**src/rtl/core/sha_pkg.sv**
```systemverilog
package sha_pkg;

   typedef struct packed {
      logic       kind;
      logic [7:0] data_byte;
   } item_type;

   typedef enum logic [2:0] {
      ST_IDLE,
      ST_ROUND,
      ST_FOLD,
      ST_PAD,
      ST_EMIT
   } state_type;

   localparam logic KIND_DATA   = 1'b0;
   localparam logic KIND_FINISH = 1'b1;
   localparam logic [7:0] PAD_MARK = 8'h80;
   localparam logic [63:0] COUNT_MAX = 64'hFFFF_FFFF_FFFF_FFFF;

   function automatic logic [31:0] iv_word(input logic [2:0] i);
      logic [31:0] r;
      case (i)
         3'd0: r = 32'h6a09e667;
         3'd1: r = 32'hbb67ae85;
         3'd2: r = 32'h3c6ef372;
         3'd3: r = 32'ha54ff53a;
         3'd4: r = 32'h510e527f;
         3'd5: r = 32'h9b05688c;
         3'd6: r = 32'h1f83d9ab;
         3'd7: r = 32'h5be0cd19;
         default: r = 32'h0;
      endcase
      return r;
   endfunction

   function automatic logic [31:0] round_const(input logic [5:0] t);
      logic [31:0] r;
      case (t)
         6'd0:  r = 32'h428a2f98; 6'd1:  r = 32'h71374491;
         6'd2:  r = 32'hb5c0fbcf; 6'd3:  r = 32'he9b5dba5;
         6'd4:  r = 32'h3956c25b; 6'd5:  r = 32'h59f111f1;
         6'd6:  r = 32'h923f82a4; 6'd7:  r = 32'hab1c5ed5;
         6'd8:  r = 32'hd807aa98; 6'd9:  r = 32'h12835b01;
         6'd10: r = 32'h243185be; 6'd11: r = 32'h550c7dc3;
         6'd12: r = 32'h72be5d74; 6'd13: r = 32'h80deb1fe;
         6'd14: r = 32'h9bdc06a7; 6'd15: r = 32'hc19bf174;
         6'd16: r = 32'he49b69c1; 6'd17: r = 32'hefbe4786;
         6'd18: r = 32'h0fc19dc6; 6'd19: r = 32'h240ca1cc;
         6'd20: r = 32'h2de92c6f; 6'd21: r = 32'h4a7484aa;
         6'd22: r = 32'h5cb0a9dc; 6'd23: r = 32'h76f988da;
         6'd24: r = 32'h983e5152; 6'd25: r = 32'ha831c66d;
         6'd26: r = 32'hb00327c8; 6'd27: r = 32'hbf597fc7;
         6'd28: r = 32'hc6e00bf3; 6'd29: r = 32'hd5a79147;
         6'd30: r = 32'h06ca6351; 6'd31: r = 32'h14292967;
         6'd32: r = 32'h27b70a85; 6'd33: r = 32'h2e1b2138;
         6'd34: r = 32'h4d2c6dfc; 6'd35: r = 32'h53380d13;
         6'd36: r = 32'h650a7354; 6'd37: r = 32'h766a0abb;
         6'd38: r = 32'h81c2c92e; 6'd39: r = 32'h92722c85;
         6'd40: r = 32'ha2bfe8a1; 6'd41: r = 32'ha81a664b;
         6'd42: r = 32'hc24b8b70; 6'd43: r = 32'hc76c51a3;
         6'd44: r = 32'hd192e819; 6'd45: r = 32'hd6990624;
         6'd46: r = 32'hf40e3585; 6'd47: r = 32'h106aa070;
         6'd48: r = 32'h19a4c116; 6'd49: r = 32'h1e376c08;
         6'd50: r = 32'h2748774c; 6'd51: r = 32'h34b0bcb5;
         6'd52: r = 32'h391c0cb3; 6'd53: r = 32'h4ed8aa4a;
         6'd54: r = 32'h5b9cca4f; 6'd55: r = 32'h682e6ff3;
         6'd56: r = 32'h748f82ee; 6'd57: r = 32'h78a5636f;
         6'd58: r = 32'h84c87814; 6'd59: r = 32'h8cc70208;
         6'd60: r = 32'h90befffa; 6'd61: r = 32'ha4506ceb;
         6'd62: r = 32'hbef9a3f7; 6'd63: r = 32'hc67178f2;
         default: r = 32'h0;
      endcase
      return r;
   endfunction

endpackage

```
**src/rtl/core/sha_front.sv**
```systemverilog
module sha_front #(
   parameter int Depth = 4
) (
   input  logic              clock,
   input  logic              reset,
   input  logic              req_valid,
   output logic              req_stall,
   input  logic              req_kind,
   input  logic [7:0]        req_data_byte,
   output logic              q_valid,
   output sha_pkg::item_type q_item,
   input  logic              q_pop
);
   import sha_pkg::*;

   localparam int AW = (Depth > 1) ? $clog2(Depth) : 1;

   item_type          mem_ff [Depth];
   logic [AW-1:0]     wr_ff, wr_in, rd_ff, rd_in;
   logic [AW:0]       cnt_ff, cnt_in;
   logic              push, pop;

   assign req_stall = (cnt_ff == (AW+1)'(Depth));
   assign push      = req_valid && !req_stall;
   assign q_valid   = (cnt_ff != '0);
   assign pop       = q_pop && q_valid;
   assign q_item    = mem_ff[rd_ff];

   always_comb begin
      wr_in  = wr_ff;
      rd_in  = rd_ff;
      cnt_in = cnt_ff;
      if (push) begin
         wr_in = (wr_ff == AW'(Depth - 1)) ? '0 : wr_ff + 1'b1;
      end
      if (pop) begin
         rd_in = (rd_ff == AW'(Depth - 1)) ? '0 : rd_ff + 1'b1;
      end
      if (push && !pop) begin
         cnt_in = cnt_ff + 1'b1;
      end else if (pop && !push) begin
         cnt_in = cnt_ff - 1'b1;
      end
   end

   always_ff @(posedge clock) begin
      if (reset) begin
         wr_ff  <= '0;
         rd_ff  <= '0;
         cnt_ff <= '0;
      end else begin
         wr_ff  <= wr_in;
         rd_ff  <= rd_in;
         cnt_ff <= cnt_in;
      end
   end

   always_ff @(posedge clock) begin
      if (push) begin
         mem_ff[wr_ff] <= '{kind: req_kind, data_byte: req_data_byte};
      end
   end

endmodule

```
**src/rtl/core/sha_back.sv**
```systemverilog
module sha_back (
   input  logic              clock,
   input  logic              reset,
   input  logic              q_valid,
   input  sha_pkg::item_type q_item,
   output logic              q_pop,
   output logic              rsp_valid,
   input  logic              rsp_stall,
   output logic [31:0]       rsp_digest_word,
   output logic [2:0]        rsp_word_index,
   output logic              rsp_last,
   output logic              rsp_overflow_error
);
   import sha_pkg::*;

   state_type   state_ff, state_in;
   logic [5:0]  fill_ff;
   logic [63:0] count_ff, len_ff;
   logic        ovf_ff, pad_ff, lenmode_ff, final_ff;
   logic [31:0] win_ff [16];
   logic [31:0] chain_ff [8];
   logic [31:0] v_ff [8];
   logic [5:0]  rnd_ff;
   logic [2:0]  idx_ff;

   logic        wr_en;
   logic [7:0]  wr_byte;
   logic        start_round;
   logic [7:0]  pad_byte;
   logic [31:0] s0, s1, w_new, big0, big1, ch, maj, t1, t2;

   assign q_pop              = (state_ff == ST_IDLE);
   assign rsp_valid          = (state_ff == ST_EMIT);
   assign rsp_digest_word    = chain_ff[idx_ff];
   assign rsp_word_index     = idx_ff;
   assign rsp_last           = (idx_ff == 3'd7);
   assign rsp_overflow_error = ovf_ff;

   assign pad_byte = (lenmode_ff && fill_ff >= 6'd56) ?
                     len_ff[8*(7 - fill_ff[2:0]) +: 8] : 8'h00;

   // Schedule expansion and one compression round.
   always_comb begin
      s0    = {win_ff[1][6:0], win_ff[1][31:7]} ^ {win_ff[1][17:0], win_ff[1][31:18]}
              ^ (win_ff[1] >> 3);
      s1    = {win_ff[14][16:0], win_ff[14][31:17]} ^ {win_ff[14][18:0], win_ff[14][31:19]}
              ^ (win_ff[14] >> 10);
      w_new = win_ff[0] + s0 + win_ff[9] + s1;
      big1  = {v_ff[4][5:0], v_ff[4][31:6]} ^ {v_ff[4][10:0], v_ff[4][31:11]}
              ^ {v_ff[4][24:0], v_ff[4][31:25]};
      ch    = (v_ff[4] & v_ff[5]) ^ (~v_ff[4] & v_ff[6]);
      t1    = v_ff[7] + big1 + ch + round_const(rnd_ff) + win_ff[0];
      big0  = {v_ff[0][1:0], v_ff[0][31:2]} ^ {v_ff[0][12:0], v_ff[0][31:13]}
              ^ {v_ff[0][21:0], v_ff[0][31:22]};
      maj   = (v_ff[0] & v_ff[1]) ^ (v_ff[0] & v_ff[2]) ^ (v_ff[1] & v_ff[2]);
      t2    = big0 + maj;
   end

   always_comb begin
      state_in    = state_ff;
      wr_en       = 1'b0;
      wr_byte     = 8'h00;
      start_round = 1'b0;
      case (state_ff)
         ST_IDLE: begin
            if (q_valid) begin
               if (q_item.kind == KIND_FINISH) begin
                  wr_en   = 1'b1;
                  wr_byte = PAD_MARK;
                  if (fill_ff == 6'd63) begin
                     start_round = 1'b1;
                  end else begin
                     state_in = ST_PAD;
                  end
               end else if (count_ff != COUNT_MAX) begin
                  wr_en       = 1'b1;
                  wr_byte     = q_item.data_byte;
                  start_round = (fill_ff == 6'd63);
               end
            end
         end
         ST_PAD: begin
            wr_en       = 1'b1;
            wr_byte     = pad_byte;
            start_round = (fill_ff == 6'd63);
         end
         ST_ROUND: begin
            if (rnd_ff == 6'd63) begin
               state_in = ST_FOLD;
            end
         end
         ST_FOLD: begin
            if (final_ff) begin
               state_in = ST_EMIT;
            end else if (pad_ff) begin
               state_in = ST_PAD;
            end else begin
               state_in = ST_IDLE;
            end
         end
         ST_EMIT: begin
            if (!rsp_stall && idx_ff == 3'd7) begin
               state_in = ST_IDLE;
            end
         end
         default: state_in = ST_IDLE;
      endcase
      if (start_round) begin
         state_in = ST_ROUND;
      end
   end

   always_ff @(posedge clock) begin
      if (reset) begin
         state_ff <= ST_IDLE;
      end else begin
         state_ff <= state_in;
      end
   end

   always_ff @(posedge clock) begin
      if (reset) begin
         fill_ff    <= '0;
         count_ff   <= '0;
         ovf_ff     <= 1'b0;
         pad_ff     <= 1'b0;
         lenmode_ff <= 1'b0;
         final_ff   <= 1'b0;
         rnd_ff     <= '0;
         idx_ff     <= '0;
         for (int i = 0; i < 8; i++) begin
            chain_ff[i] <= iv_word(3'(i));
         end
      end else begin
         if (wr_en) begin
            fill_ff <= fill_ff + 6'd1;
         end
         case (state_ff)
            ST_IDLE: begin
               if (q_valid) begin
                  if (q_item.kind == KIND_FINISH) begin
                     pad_ff     <= 1'b1;
                     final_ff   <= 1'b0;
                     lenmode_ff <= (fill_ff <= 6'd55) || (fill_ff == 6'd63);
                  end else if (count_ff == COUNT_MAX) begin
                     ovf_ff <= 1'b1;
                  end else begin
                     count_ff <= count_ff + 64'd1;
                  end
               end
            end
            ST_PAD: begin
               if (fill_ff == 6'd63) begin
                  final_ff   <= lenmode_ff;
                  lenmode_ff <= 1'b1;
               end
            end
            ST_ROUND: begin
               rnd_ff <= rnd_ff + 6'd1;
            end
            ST_FOLD: begin
               for (int i = 0; i < 8; i++) begin
                  chain_ff[i] <= chain_ff[i] + v_ff[i];
               end
            end
            ST_EMIT: begin
               if (!rsp_stall) begin
                  idx_ff <= idx_ff + 3'd1;
                  if (idx_ff == 3'd7) begin
                     for (int i = 0; i < 8; i++) begin
                        chain_ff[i] <= iv_word(3'(i));
                     end
                     count_ff <= '0;
                     ovf_ff   <= 1'b0;
                     pad_ff   <= 1'b0;
                     final_ff <= 1'b0;
                  end
               end
            end
            default: ;
         endcase
         if (start_round) begin
            rnd_ff <= '0;
         end
      end
   end

   // Payload: block window, working variables and captured bit length.
   always_ff @(posedge clock) begin
      if (state_ff == ST_IDLE && q_valid && q_item.kind == KIND_FINISH) begin
         len_ff <= {count_ff[60:0], 3'b000};
      end
      if (wr_en) begin
         win_ff[fill_ff[5:2]][8*(3 - fill_ff[1:0]) +: 8] <= wr_byte;
      end
      if (start_round) begin
         for (int i = 0; i < 8; i++) begin
            v_ff[i] <= chain_ff[i];
         end
      end
      if (state_ff == ST_ROUND) begin
         for (int i = 0; i < 15; i++) begin
            win_ff[i] <= win_ff[i+1];
         end
         win_ff[15] <= w_new;
         v_ff[7] <= v_ff[6];
         v_ff[6] <= v_ff[5];
         v_ff[5] <= v_ff[4];
         v_ff[4] <= v_ff[3] + t1;
         v_ff[3] <= v_ff[2];
         v_ff[2] <= v_ff[1];
         v_ff[1] <= v_ff[0];
         v_ff[0] <= t1 + t2;
      end
   end

endmodule

```
**src/rtl/core/sha256_byte_stream_hasher_unit.sv**
```systemverilog
// Channel  | Direction | Ports                                   | Moves
// req      | in        | req_valid/req_stall, kind, data_byte    | one byte or finish word
// rsp      | out       | rsp_valid/rsp_stall, digest word fields | one digest word
//
// The back end takes a data word while idle; every 64th byte starts a compression
// (64 rounds of the single round unit plus one fold) before it takes the next.
// A finish word pads one byte per cycle, runs one or two compressions and then
// presents eight digest words, one per accepted cycle.
// Reset is synchronous and active high; it restores the initial hash values.
// The four-word intake queue keeps taking words, until it is full, while the back
// end compresses or waits on a stalled result.
module sha256_byte_stream_hasher_unit #(
   parameter int QueueDepth = 4
) (
   input  logic        clock,
   input  logic        reset,
   input  logic        req_valid,
   output logic        req_stall,
   input  logic        req_kind,
   input  logic [7:0]  req_data_byte,
   output logic        rsp_valid,
   input  logic        rsp_stall,
   output logic [31:0] rsp_digest_word,
   output logic [2:0]  rsp_word_index,
   output logic        rsp_last,
   output logic        rsp_overflow_error
);
   import sha_pkg::*;

   // Words cross from the intake queue to the hashing engine here.
   logic     q_valid;
   logic     q_pop;
   item_type q_item;

   sha_front #(.Depth(QueueDepth)) u_front (
      .clock         (clock),
      .reset         (reset),
      .req_valid     (req_valid),
      .req_stall     (req_stall),
      .req_kind      (req_kind),
      .req_data_byte (req_data_byte),
      .q_valid       (q_valid),
      .q_item        (q_item),
      .q_pop         (q_pop)
   );

   // The engine holds the block window, the chaining words and the counters.
   sha_back u_back (
      .clock              (clock),
      .reset              (reset),
      .q_valid            (q_valid),
      .q_item             (q_item),
      .q_pop              (q_pop),
      .rsp_valid          (rsp_valid),
      .rsp_stall          (rsp_stall),
      .rsp_digest_word    (rsp_digest_word),
      .rsp_word_index     (rsp_word_index),
      .rsp_last           (rsp_last),
      .rsp_overflow_error (rsp_overflow_error)
   );

endmodule

```
**config.mk**
```make
export PLATFORM = sky130hd
export DESIGN_NAME = sha256_byte_stream_hasher_unit
export DESIGN_NICKNAME = d
export VERILOG_FILES = /design/src/rtl/core/sha_pkg.sv /design/src/rtl/core/sha_front.sv /design/src/rtl/core/sha_back.sv /design/src/rtl/core/sha256_byte_stream_hasher_unit.sv
export SDC_FILE = /design/constraint.sdc
export NUM_CORES = 2
export LEC_CHECK = 0
export BUFFER_PORTS_ARGS = -buffer_cell sky130_fd_sc_hd__buf_4
export CELL_PAD_IN_SITES_DETAIL_PLACEMENT = 0
export CELL_PAD_IN_SITES_GLOBAL_PLACEMENT = 2
export CORE_UTILIZATION = 35
export CTS_BUF_LIST = sky130_fd_sc_hd__clkbuf_16
export CTS_CLUSTER_DIAMETER = 80
export DETAILED_ROUTE_END_ITERATION = 10
export PLACE_DENSITY = 0.71
export SYNTH_ARGS = -nofsm -noshare
export SYNTH_HDL_FRONTEND = slang
export SYNTH_HIERARCHICAL = 1
export SYNTH_SLANG_ARGS = --single-unit
```
**constraint.sdc**
```tcl
create_clock -name clock -period 10.5 [get_ports clock]
set_input_delay 2.1 -clock clock [delete_from_list [all_inputs] [get_ports clock]]
set_output_delay 2.1 -clock clock [all_outputs]
set_load 0.005 [all_outputs]
```
==> flow_metrics.tcl <==
set metrics [dict create \
    fillCellCount 21498 \
    root_buffer "clkbuf_16" \
    dieArea_mm2 0.224 \
    seq_area_mm2 0.0350 \
    grt_pass1_vias 56765 \
    place_congestion 0.966 \
    cts_buffer_depth 3 \
    synth_seq_area_share_pct 45.0 \
    maxSlewHeadroom_pct 10.5 \
    report.final.slew_viol_count 0 \
    cts_sinks 1251 \
    synth-async-reset-ratio_pct 0 \
    placed_area_mm2 0.0815 \
    drt_iter0_drc 5214 \
    vias_per_cell 5.57 \
    cts_buffers 162 \
    critical-path-slowest-cell "a2111oi_0" \
    setup_tns_ns 0 \
    drc 0 \
    areaGrowthSynthToFinish_pct 11.7 \
    core_mm2 0.220 \
    multi_input_comb_area_mm2 0.0403 \
    final_common_cell "nand2_1" \
    dpl.hpwl_um 204000 \
    drive_gt1_share_pct 8.63 \
    die_h_um 473 \
    fin_crit_sh_pct 83.8 \
    fmax_mhz 114 \
    start_util_pct 35.3 \
    cpMostUsedCell "xnor2_1" \
    crit_path_end_kind "register" \
    antenna_found_initial 12 \
    period_minus_slack_ns 8.80 \
    first_pass_iters 6 \
    fp.dieW_um 473 \
    hold_violations 0 \
    ant_nets 0 \
    grt_pass1_wl_um 403000 \
    synth.yosys.warnings 6 \
    rsz0062_at_grt "no" \
    worstHoldPathType "reg2reg" \
    required_ns 11.05 \
    port_buffers 51 \
    ys_ff_latch 1251 \
    synth_nets 8094 \
    postCtsSetupBuffers 0 \
    ios 52 \
    critPathMaxStageDelay_ns 0.63 \
    fin_area_mm2 0.0868 \
    syn_area_per_cell_um2 10.4 \
    final_util_pct 39.4 \
    crit_arrival_ns 9.35 \
    crit_fanout 6 \
    htree_levels 4 \
    cts_resized 0 \
    synth.distinct_cells 99 \
    insertion_delay_ns 0.86 \
    gr-total-overflow 0 \
    via_count 58696 \
    drv_cap 0 \
    netlist_area_mm2 0.0777 \
    wl_um 277000 \
    track_usage_pct 24.4 \
    synth_edf_count 993 \
    cts_tree "done" \
    cts_hold_repair.buffers 0 \
    status "finished, final reports clean" \
    wire_per_inst_um 26.3 \
    mostFrequentLayoutCells "nand2_1 (1080), edfxtp_1 (993), a21o_1 (673)" \
    synthesis.instances 7482 \
    row_count 172 \
    ys.flop_type "edfxtp_1" \
    tightest_slew_ns 1.33 \
    path_clk_slew_ns 0.06 \
    clock_skew_ns 0.0592 \
    r2r_slack_ns 1.70 \
    crit_type "reg2reg" \
    start_kind "register" \
    nNetsFinal 8046 \
    setup_viol 0 \
    grt_max_degree 212 \
]
-- registers in the layout (all words and copies together) (netlist names), 6 cells and up, named ones only --
name,flops
u_back/v_ff,256
u_back/len_ff,61
u_back/chain_ff,256
u_back/rnd_ff,6
u_front/mem_ff,36
u_back/win_ff,512
u_back/fill_ff,6
u_back/count_ff,64
-- synthesized netlist by cell type, types with 59 or more instances --
cell      instances  area [um^2]
nor3_1          116          581
mux2_2           60          676
o21ai_0         442         2210
nand2_1        1084         4070
mux4_2           86         1940
clkbuf_1        347         1300
inv_1           262          983
xnor2_1         412         3610
xor2_1          213         1870
ha_1            403         5040
a21oi_1         392         1960
nand3_1         124          621
fa_1            196         3920
nor2_1          417         1570
and3_1           59          369
nand2b_1         73          457
dfxtp_1         258         5160
edfxtp_1        993        29800
a21o_1          673         5050
-- cell families after synthesis --
logic type,count (synthesis),synth area share (%)
fa+ha+maj,621,11.8
buf+inv,672,3.35
flops,1251,45.0
mux,173,3.71
xor+xnor,625,7.04
simple gates,2124,12.0
compound gates,2016,17.0
-- final timing paths --
check                 startpoint                  to  cells past startpoint
min          u_back/count_ff[56]   u_back/len_ff[59]                      0
max           u_back/v_ff[1][27]  u_back/v_ff[0][31]                     27
max reg2reg   u_back/v_ff[1][27]  u_back/v_ff[0][31]                     27
min reg2reg  u_back/count_ff[56]   u_back/len_ff[59]                      0
-- metal layers --
| layer | vias to the layer above | track usage, % | share of wire [%] |
|---|---|---|---|
| li1 | 26949 | - | - |
| met1 | 29582 | 35.9 | 48 |
| met2 | 1826 | 36.8 | 44 |
| met3 | 337 | 3.60 | 5.9 |
| met4 | 2 | 6.98 | 2.8 |
| met5 | - | 0 | 0.0047 |
-- stage by stage --
step	hold WS (ns)	instances	setup WS [ns]
floorplan	0.408	7482	2.23
global placement	0.421	10228	1.35
detailed placement	0.440	10228	1.59
CTS	0.444	10527	1.54
global route	0.456	10532	1.08
finish	0.439	10532	1.70
-- critical path: cells and delay by family (launching register included) --
family                     cells  cell delay (ns)
AOI/OAI and AO/OA             13             3.63
adders and majority gates      6             2.85
xor gates and xnor gates       5             1.19
DFF                            1             0.56
and+or+nand+nor                1             0.15
buffers and inverters          2             0.13
-- layout make-up --
class,instances,area share (%)
diodes,5,0.0144
clock buffers,165,4.76
clock inverters,134,1.35
inverters,269,1.20
multi-input cells,5559,46.4
flip-flops and latches,1251,40.3
well taps,2958,4.26
repair buffers,191,1.70
Power is not shown: default switching activity piles up to over one toggle a cycle in this logic, so the estimate is an artifact.
